<file path="src/design/tcse_pkg.sv">
// ----------------------------------------------------------------------------
// Telnet client stream engine package
// Protocol byte codes, input action codes and the reply job descriptor that
// the parser hands to the emitter.
// ----------------------------------------------------------------------------
package tcse_pkg;

    // Telnet command and option bytes.
    localparam logic [7:0] BYTE_IAC     = 8'hFF;
    localparam logic [7:0] BYTE_DONT    = 8'hFE;
    localparam logic [7:0] BYTE_DO      = 8'hFD;
    localparam logic [7:0] BYTE_WONT    = 8'hFC;
    localparam logic [7:0] BYTE_WILL    = 8'hFB;
    localparam logic [7:0] BYTE_SB      = 8'hFA;
    localparam logic [7:0] BYTE_SE      = 8'hF0;
    localparam logic [7:0] OPTION_ECHO  = 8'h01;
    localparam logic [7:0] OPTION_SGA   = 8'h03;
    localparam logic [7:0] OPTION_NAWS  = 8'h1F;

    // Input action codes.
    localparam logic [2:0] ACT_RECEIVE    = 3'd0;
    localparam logic [2:0] ACT_TRANSMIT   = 3'd1;
    localparam logic [2:0] ACT_CONNECT    = 3'd2;
    localparam logic [2:0] ACT_RESIZE     = 3'd3;
    localparam logic [2:0] ACT_DISCONNECT = 3'd4;

    // Steps of the reply program. A job plays a contiguous run of them.
    typedef enum logic [4:0] {
        SL_CMD_IAC   = 5'd0,
        SL_CMD_VERB  = 5'd1,
        SL_CMD_OPT   = 5'd2,
        SL_NAWS_IAC  = 5'd3,
        SL_NAWS_SB   = 5'd4,
        SL_NAWS_OPT  = 5'd5,
        SL_COLS_HI   = 5'd6,
        SL_COLS_LO   = 5'd7,
        SL_ROWS_HI   = 5'd8,
        SL_ROWS_LO   = 5'd9,
        SL_NAWS_IAC2 = 5'd10,
        SL_NAWS_SE   = 5'd11,
        SL_ECHO_IAC  = 5'd12,
        SL_ECHO_DO   = 5'd13,
        SL_ECHO_OPT  = 5'd14,
        SL_SGA_IAC   = 5'd15,
        SL_SGA_DO    = 5'd16,
        SL_SGA_OPT   = 5'd17,
        SL_DATA      = 5'd18
    } slot_t;

    typedef struct packed {
        slot_t       first_slot;
        slot_t       last_slot;
        logic        net;      // data step goes to the network
        logic        esc_en;   // data step doubles 0xFF
        logic [7:0]  data;
        logic [7:0]  verb;
        logic [7:0]  opt;
    } job_t;

endpackage

</file>
<file path="src/design/telnet_client_stream_engine.sv">
// Telnet client stream engine. Each input word is one action (received byte,
// transmit byte, connect, resize or disconnect) and yields a run of zero to 22
// output words, the final one marked by tlast and tuser telling network bytes
// from terminal bytes. Parser and link state are updated as a word is
// accepted, and its reply is played out by a sequencer at one byte per cycle,
// while the sink takes them, through a single output word register. After a
// word is taken, s_axis_tready stays low until the last byte of its run is
// loaded, so plain data and empty runs go at one word per cycle while the
// output is not stalled.
// ----------------------------------------------------------------------------
// Telnet client stream engine: top level
// Joins the IAC parser and the reply emitter to the stream ports.
// ----------------------------------------------------------------------------
module telnet_client_stream_engine
(
    input  logic        clk,
    input  logic        rst_n,
    input  logic        s_axis_tvalid,
    output logic        s_axis_tready,
    input  logic [39:0] s_axis_tdata,   // data_byte [7:0], columns [23:8], rows [39:24]
    input  logic [2:0]  s_axis_tuser,   // action [2:0]
    output logic        m_axis_tvalid,
    input  logic        m_axis_tready,
    output logic [7:0]  m_axis_tdata,   // out_byte [7:0]
    output logic        m_axis_tuser,   // to_network [0]
    output logic        m_axis_tlast
);
    import tcse_pkg::*;

    logic        accept;
    logic        job_ready;
    logic        job_valid;
    job_t        job;
    logic [15:0] window_cols;
    logic [15:0] window_rows;

    assign s_axis_tready = job_ready;
    assign accept        = s_axis_tvalid && job_ready;

    tcse_parser u_parser
    (
        .clk         (clk),
        .rst_n       (rst_n),
        .accept      (accept),
        .action      (s_axis_tuser),
        .data_byte   (s_axis_tdata[7:0]),
        .columns     (s_axis_tdata[23:8]),
        .rows        (s_axis_tdata[39:24]),
        .job         (job),
        .job_valid   (job_valid),
        .window_cols (window_cols),
        .window_rows (window_rows)
    );

    tcse_emitter u_emitter
    (
        .clk         (clk),
        .rst_n       (rst_n),
        .job_start   (accept && job_valid),
        .job         (job),
        .window_cols (window_cols),
        .window_rows (window_rows),
        .job_ready   (job_ready),
        .m_tvalid    (m_axis_tvalid),
        .m_tready    (m_axis_tready),
        .m_tdata     (m_axis_tdata),
        .m_tuser     (m_axis_tuser),
        .m_tlast     (m_axis_tlast)
    );

endmodule

</file>
<file path="src/design/tcse_parser.sv">
// ----------------------------------------------------------------------------
// Telnet client stream engine: parser
// Holds the IAC parser, link and window state, and turns each accepted word
// into at most one reply job for the emitter.
// ----------------------------------------------------------------------------
module tcse_parser
(
    input  logic            clk,
    input  logic            rst_n,
    input  logic            accept,
    input  logic [2:0]      action,
    input  logic [7:0]      data_byte,
    input  logic [15:0]     columns,
    input  logic [15:0]     rows,
    output tcse_pkg::job_t  job,
    output logic            job_valid,
    output logic [15:0]     window_cols,
    output logic [15:0]     window_rows
);
    import tcse_pkg::*;

    typedef enum logic [4:0] {
        PS_NORMAL = 5'b00001,
        PS_IAC    = 5'b00010,
        PS_VERB   = 5'b00100,
        PS_SUB    = 5'b01000,
        PS_SUBIAC = 5'b10000
    } parse_state_t;

    parse_state_t parse_state_reg, parse_state_next;
    logic [7:0]   pending_verb_reg, pending_verb_next;
    logic [15:0]  window_cols_reg, window_cols_next;
    logic [15:0]  window_rows_reg, window_rows_next;
    logic         link_open_reg, link_open_next;

    // Maps a pending verb to a small selector: DO, WILL, DONT, otherwise WONT.
    function automatic logic [1:0] pending_verb_r_sel(input logic [7:0] verb);
        logic [1:0] sel;
        begin
            if (verb == BYTE_DO)
                sel = 2'd0;
            else if (verb == BYTE_WILL)
                sel = 2'd1;
            else if (verb == BYTE_DONT)
                sel = 2'd2;
            else
                sel = 2'd3;
            return sel;
        end
    endfunction

    always_comb
    begin
        parse_state_next  = parse_state_reg;
        pending_verb_next = pending_verb_reg;
        window_cols_next  = window_cols_reg;
        window_rows_next  = window_rows_reg;
        link_open_next    = link_open_reg;

        job_valid      = 1'b0;
        job.first_slot = SL_DATA;
        job.last_slot  = SL_DATA;
        job.net        = 1'b0;
        job.esc_en     = 1'b0;
        job.data       = data_byte;
        job.verb       = BYTE_WILL;
        job.opt        = OPTION_NAWS;

        case (action)
            ACT_RECEIVE:
            begin
                if (link_open_reg)
                begin
                    case (parse_state_reg)
                        PS_IAC:
                        begin
                            if (data_byte == BYTE_IAC)
                            begin
                                job_valid        = 1'b1;
                                parse_state_next = PS_NORMAL;
                            end
                            else if (data_byte == BYTE_SB)
                            begin
                                parse_state_next = PS_SUB;
                            end
                            else if (data_byte inside {BYTE_WILL, BYTE_WONT,
                                                       BYTE_DO, BYTE_DONT})
                            begin
                                pending_verb_next = data_byte;
                                parse_state_next  = PS_VERB;
                            end
                            else
                            begin
                                parse_state_next = PS_NORMAL;
                            end
                        end
                        PS_VERB:
                        begin
                            parse_state_next = PS_NORMAL;
                            job.first_slot   = SL_CMD_IAC;
                            job.last_slot    = SL_CMD_OPT;
                            job.opt          = data_byte;
                            job_valid        = 1'b1;
                            case (pending_verb_r_sel(pending_verb_reg))
                                2'd0:
                                begin
                                    // DO: offer NAWS with the window size, refuse the rest.
                                    if (data_byte == OPTION_NAWS)
                                    begin
                                        job.verb      = BYTE_WILL;
                                        job.last_slot = SL_NAWS_SE;
                                    end
                                    else
                                    begin
                                        job.verb = BYTE_WONT;
                                    end
                                end
                                2'd1:
                                begin
                                    if (data_byte == OPTION_ECHO || data_byte == OPTION_SGA)
                                        job.verb = BYTE_DO;
                                    else
                                        job.verb = BYTE_DONT;
                                end
                                2'd2:    job.verb = BYTE_WONT;
                                default: job.verb = BYTE_DONT;
                            endcase
                            if (!(pending_verb_reg inside {BYTE_WILL, BYTE_WONT,
                                                            BYTE_DO, BYTE_DONT}))
                                job_valid = 1'b0;
                        end
                        PS_SUB:
                        begin
                            if (data_byte == BYTE_IAC)
                                parse_state_next = PS_SUBIAC;
                        end
                        PS_SUBIAC:
                        begin
                            parse_state_next = (data_byte == BYTE_IAC) ? PS_SUB : PS_NORMAL;
                        end
                        default:
                        begin
                            if (data_byte == BYTE_IAC)
                            begin
                                parse_state_next = PS_IAC;
                            end
                            else
                            begin
                                parse_state_next = PS_NORMAL;
                                job_valid        = 1'b1;
                            end
                        end
                    endcase
                end
            end
            ACT_TRANSMIT:
            begin
                job_valid  = link_open_reg;
                job.net    = 1'b1;
                job.esc_en = 1'b1;
            end
            ACT_CONNECT:
            begin
                parse_state_next = PS_NORMAL;
                link_open_next   = 1'b1;
                job_valid        = 1'b1;
                job.first_slot   = SL_CMD_IAC;
                job.last_slot    = SL_SGA_OPT;
            end
            ACT_RESIZE:
            begin
                window_cols_next = columns;
                window_rows_next = rows;
                job_valid        = link_open_reg;
                job.first_slot   = SL_NAWS_IAC;
                job.last_slot    = SL_NAWS_SE;
            end
            ACT_DISCONNECT:
            begin
                link_open_next = 1'b0;
            end
            default:
            begin
                job_valid = 1'b0;
            end
        endcase
    end

    always_ff @(posedge clk or negedge rst_n)
    begin
        if (!rst_n)
        begin
            parse_state_reg  <= PS_NORMAL;
            pending_verb_reg <= 8'h00;
            window_cols_reg  <= 16'd80;
            window_rows_reg  <= 16'd24;
            link_open_reg    <= 1'b0;
        end
        else if (accept)
        begin
            parse_state_reg  <= parse_state_next;
            pending_verb_reg <= pending_verb_next;
            window_cols_reg  <= window_cols_next;
            window_rows_reg  <= window_rows_next;
            link_open_reg    <= link_open_next;
        end
    end

    assign window_cols = window_cols_reg;
    assign window_rows = window_rows_reg;

endmodule

</file>
<file path="src/design/tcse_emitter.sv">
// ----------------------------------------------------------------------------
// Telnet client stream engine: emitter
// Holds one reply job and plays it out a byte per cycle, while the sink is ready,
// into the output word register, doubling 0xFF where the protocol calls for it.
// ----------------------------------------------------------------------------
module tcse_emitter
(
    input  logic            clk,
    input  logic            rst_n,
    input  logic            job_start,
    input  tcse_pkg::job_t  job,
    input  logic [15:0]     window_cols,
    input  logic [15:0]     window_rows,
    output logic            job_ready,
    output logic            m_tvalid,
    input  logic            m_tready,
    output logic [7:0]      m_tdata,
    output logic            m_tuser,
    output logic            m_tlast
);
    import tcse_pkg::*;

    logic        job_valid_reg;
    job_t        job_reg;
    slot_t       slot_reg;
    logic        esc_reg;

    logic        out_valid_reg;
    logic [7:0]  out_byte_reg;
    logic        out_net_reg;
    logic        out_last_reg;

    logic [7:0]  cur_byte;
    logic        cur_net;
    logic        esc_slot;
    logic        esc_pending;
    logic        cur_last;
    logic        load;

    always_comb
    begin
        cur_net = 1'b1;
        case (slot_reg)
            SL_CMD_IAC, SL_NAWS_IAC, SL_NAWS_IAC2,
            SL_ECHO_IAC, SL_SGA_IAC:  cur_byte = BYTE_IAC;
            SL_CMD_VERB:              cur_byte = job_reg.verb;
            SL_CMD_OPT:               cur_byte = job_reg.opt;
            SL_NAWS_SB:               cur_byte = BYTE_SB;
            SL_NAWS_OPT:              cur_byte = OPTION_NAWS;
            SL_COLS_HI:               cur_byte = window_cols[15:8];
            SL_COLS_LO:               cur_byte = window_cols[7:0];
            SL_ROWS_HI:               cur_byte = window_rows[15:8];
            SL_ROWS_LO:               cur_byte = window_rows[7:0];
            SL_NAWS_SE:               cur_byte = BYTE_SE;
            SL_ECHO_DO, SL_SGA_DO:    cur_byte = BYTE_DO;
            SL_ECHO_OPT:              cur_byte = OPTION_ECHO;
            SL_SGA_OPT:               cur_byte = OPTION_SGA;
            SL_DATA:
            begin
                cur_byte = job_reg.data;
                cur_net  = job_reg.net;
            end
            default:                  cur_byte = BYTE_IAC;
        endcase

        esc_slot = (slot_reg inside {SL_COLS_HI, SL_COLS_LO, SL_ROWS_HI, SL_ROWS_LO})
                   || (slot_reg == SL_DATA && job_reg.esc_en);
        // The first of a doubled 0xFF keeps the step; the second one moves on.
        esc_pending = esc_slot && (cur_byte == BYTE_IAC) && !esc_reg;
        cur_last    = (slot_reg == job_reg.last_slot) && !esc_pending;
        load        = job_valid_reg && (!out_valid_reg || m_tready);
    end

    assign job_ready = !job_valid_reg || (load && cur_last);

    always_ff @(posedge clk or negedge rst_n)
    begin
        if (!rst_n)
        begin
            job_valid_reg <= 1'b0;
            esc_reg       <= 1'b0;
        end
        else if (job_start)
        begin
            job_valid_reg <= 1'b1;
            esc_reg       <= 1'b0;
        end
        else if (load)
        begin
            esc_reg <= esc_pending;
            if (cur_last)
                job_valid_reg <= 1'b0;
        end
    end

    always_ff @(posedge clk)
    begin
        if (job_start)
        begin
            job_reg  <= job;
            slot_reg <= job.first_slot;
        end
        else if (load && !esc_pending && !cur_last)
        begin
            slot_reg <= slot_t'(slot_reg + 5'd1);
        end
    end

    always_ff @(posedge clk or negedge rst_n)
    begin
        if (!rst_n)
            out_valid_reg <= 1'b0;
        else if (load)
            out_valid_reg <= 1'b1;
        else if (m_tready)
            out_valid_reg <= 1'b0;
    end

    always_ff @(posedge clk)
    begin
        if (load)
        begin
            out_byte_reg <= cur_byte;
            out_net_reg  <= cur_net;
            out_last_reg <= cur_last;
        end
    end

    assign m_tvalid = out_valid_reg;
    assign m_tdata  = out_byte_reg;
    assign m_tuser  = out_net_reg;
    assign m_tlast  = out_last_reg;

`ifndef SYNTHESIS
    a_start_only_when_ready: assert property (@(posedge clk) disable iff (!rst_n)
        job_start |-> job_ready)
        else $error("reply job started while the previous one is still playing");

    a_esc_inside_job: assert property (@(posedge clk) disable iff (!rst_n)
        esc_reg |-> job_valid_reg)
        else $error("escape phase held without an active job");

    a_slot_in_range: assert property (@(posedge clk) disable iff (!rst_n)
        job_valid_reg |-> (slot_reg <= job_reg.last_slot))
        else $error("reply step ran past the end of its job");

    a_job_continues: assert property (@(posedge clk) disable iff (!rst_n)
        (load && !cur_last) |=> job_valid_reg)
        else $error("job dropped before its final word was loaded");
`endif

endmodule

</file>
<file path="config.mk">
export PLATFORM = sky130hd
export DESIGN_NAME = telnet_client_stream_engine
export DESIGN_NICKNAME = d
export VERILOG_FILES = /design/src/design/tcse_pkg.sv /design/src/design/telnet_client_stream_engine.sv /design/src/design/tcse_parser.sv /design/src/design/tcse_emitter.sv
export SDC_FILE = /design/constraint.sdc
export NUM_CORES = 1
export LEC_CHECK = 0
export ABC_AREA = 1
export BUFFER_PORTS_ARGS = -buffer_cell sky130_fd_sc_hd__buf_2
export CORE_UTILIZATION = 53
export CTS_CLUSTER_DIAMETER = 120
export DETAILED_ROUTE_END_ITERATION = 8
export GPL_TIMING_DRIVEN = 1
export PLACE_DENSITY = 0.88
export SLEW_MARGIN = 20
export SYNTH_ARGS = -nofsm -noshare
export SYNTH_HDL_FRONTEND = slang
export SYNTH_SLANG_ARGS = --single-unit
</file>
<file path="constraint.sdc">
create_clock -name clk -period 2.8 [get_ports clk]
set_input_delay 0.56 -clock clk [delete_from_list [all_inputs] [get_ports clk]]
set_output_delay 0.56 -clock clk [all_outputs]
set_load 0.02 [all_outputs]
</file>
==> results.cfg <==
[status]
status = complete, but fails checks
failed_checks = DRC, setup timing

[floorplanning]
die_area_um2 = 9624
die_h_um = 98.10
core-area_um2 = 8848
die_x_um = 98.10
floorplan.initialDensity_pct = 55.32
placement_rows = 34
floorplan.io_pins = 59

[min_path]
min_path_type = primary input to asynchronous set/reset pin

[routing]
drc = 4
drt_iter0_markers = 677
post_drt_wl_per_cell_um = 19.24
vias_per_cell = 6.226
ant_nets = 0
routed_wirelength_mm = 15.47
detailedRoute.firstPassIterationCount = 8
via_count = 5006

[cts]
cts_root_buffer = clkbuf_8
clock-sinks = 88
clock_path_buffers = 2
number_of_buffers_created_by_cts = 9
cts_max_level = 3
clkSlewWorstSetupHoldPaths_ps = 100
clkLatencyLatePin_ps = 380
postCtsHoldBufs = 0
cts_tree = yes

[layout]
multi_input_comb_area_um2 = 2317
finish.net_count = 744
fillerInstances = 578
layout-drive-gt1-share_pct = 31.47
largest_register_ffs = 24
regArea_um2 = 2404
stdcell_area_um2 = 6218
layout-area-overhead-vs-synth_pct = 27.04
diodes = 0

[placement]
gp_routability_congestion = 1.020
detailedPlacementHpwl_mm = 8.993
pre_cts_ws_ps = -132.0
buffer_ports.inserted = 58
detailed_place.area_um2 = 5416

[grt]
grt_pass1_wl_mm = 22.11
track_usage_pct = 29.33
via_count_of_the_first_global_routing_pass = 4650
grt-ovfl-total = 0
grt_max_degree = 49
antenna_found_initial = 0

[critical_path]
timing.critical_path.arrival_ps = 3330
worstPathMaxFanout = 8
critical_path.startpoint_type = register
worst-setup-path-type = register to register
critical_path_rt_ps = 2940
setup.worst_path.end_class = register

[timing]
finalCriticalPeriod_ps = 3185
max-slew-margin-rel_pct = 32.51
fin_skew_ps = 17.24
worst-slew-pin-transition_ps = 1003
final-setup-viol-count = 83
timing_max_transition_violations_final = 0
fmax_ghz = 0.3140
hold_viol = 0
rsz0062_at_grt = yes
final.period_utilization_pct = 113.7
worst_slack_ps = -384.9

[synth]
synth.most_common_cell = nand2_1
netlist.area_leader.share_pct = 23.93
post_synthesis_instance_total = 586
synth_enable_flop_cells = 39
mappedNetlistArea_um2 = 4895
ys_seq_area_share_pct = 49.11
ys_seq_elements = 88
synthFlopType = dfrtp_1
synth.top_cells.by_count = nand2_1 (169), inv_1 (67), nor2_1 (58)
netlist-cell-type-count = 40
yosysWarningCount = 0
synth_top_cells_by_area = edfxtp_1 (24%), dfrtp_1 (22%), nand2_1 (13%)
async_reset_ff_share_pct = 55.68
synth_top_cell_by_area = edfxtp_1
syn_area_per_cell_um2 = 8.353
synth_fp_nets = 639

[pwr]
cellPowerDensity_nw_per_um2 = 1022
ir_drop_mv = 0.4862
p_leak_nw = 2.956

[job]
max_cap_viol_count = 0
==> cell usage in the layout (no fill, tap or decap), types with 2 or more instances in the layout <==
cell type,count
a21oi_1,9
nand4_1,53
nand3_2,7
nor4_1,4
nor2_8,3
or2_2,2
inv_4,2
ha_1,2
nand2_2,26
dfstp_2,5
o21bai_1,2
nor2_2,5
buf_2,57
dfrtp_1,44
xor2_1,3
nand2_4,2
nor2_1,51
o21ai_2,2
clkbuf_16,6
nor3_2,2
nor3_1,8
o211ai_1,3
nand3_4,9
edfxtp_1,39
o21ai_0,6
buf_6,11
buf_12,4
nand2_1,151
nand3_1,32
nor2_4,9
ha_4,3
buf_4,36
inv_2,11
clkbuf_8,10
clkinv_2,2
clkbuf_1,2
inv_1,59
==> critical path, cell delays in order, from the launching register on <==
cell and delay [ps]:
edfxtp_1 490, inv_2 120, ha_4 190, o211ai_1 350
nand2_2 160, nor2_4 180, nand2_8 110, nand3_4 90
nand3_4 90, nor2_4 130, nand2_2 70, nand3_2 90
nand2_4 50, buf_4 130, buf_8 130, nand3_4 150
clkinvlp_4 210, clkbuf_16 210
==> per-layer routing <==
layer  GRT usage [%]  part of all wire (%)  vias up
met2           50.27                    48      388
met3           5.297                   9.0      112
met1           35.66                    36     2360
li1                -                     -     2146
met4           14.45                   6.5        0
met5               0                     0        -
==> repair_timing <==
action                                  4_1_cts  5_1_grt
resized for setup                            33       46
gates cloned                                  1        5
endpoints found under the setup margin       71       83
buffers inserted                              8       18
pin swaps                                     7       22
==> cell type report <==
class	count	area share, %
clock inverters	2	0.1610
inverters	73	4.547
clock buffers	14	3.139
well taps	108	2.173
multi-input cells	406	37.26
flip-flops and latches	88	38.65
repair buffers	113	14.06
==> logic make-up (layout without fill, tap and decap cells) <==
logic type	Yosys count	after routing	synth area share, %
and+or+nand+nor	367	367	36.81
buffers and inverters	92	202	8.307
DFF	88	88	49.11
AOI/OAI and AO/OA	29	29	3.528
adders and majority gates	6	6	1.534
xor gates and xnor gates	4	4	0.7159
==> power by group <==
group	switching, mW	leakage [nW]	internal (mW)
sequential	0.294	0.933	1.86
combinational	2.04	1.92	1.24
clock	0.463	0.107	0.454
==> path summary, 6_finish.rpt <==
check,cells past startpoint,to,slack (ps),startpoint
max,17,u_emitter.job_reg[22]$_DFFE_PP_,-380,u_emitter.slot_reg[0]$_DFFE_PP_
min,2,u_parser.window_cols[13]$_DFFE_PN0P_,180,rst_n
max reg2reg,17,u_emitter.job_reg[22]$_DFFE_PP_,-380,u_emitter.slot_reg[0]$_DFFE_PP_
min reg2reg,2,u_parser.window_cols[10]$_DFFE_PN0P_,480,u_parser.window_cols[10]$_DFFE_PN0P_
max in group asynchronous,2,u_parser.window_cols[6]$_DFFE_PN1P_,2280,rst_n
min in group clk,1,u_emitter.job_reg[22]$_DFFE_PP_,420,s_axis_tdata[6]
==> stage by stage <==
step | hold slack, ps | total power [mW] | setup TNS (ps) | instances | util (%)
floorplan | 264.4 | 3.729 | 0 | 586 | -
global placement | 445.9 | 4.238 | -1139 | 757 | 61.21
detailed placement | 452.9 | 4.356 | -4662 | 757 | 61.21
CTS | 181.4 | 5.612 | -184.6 | 782 | 65.71
global route | 203.5 | 6.619 | -32030 | 804 | 70.28
finish | 176.8 | 6.357 | -21560 | 804 | 70.28
Power figures use the tool's default switching activity.
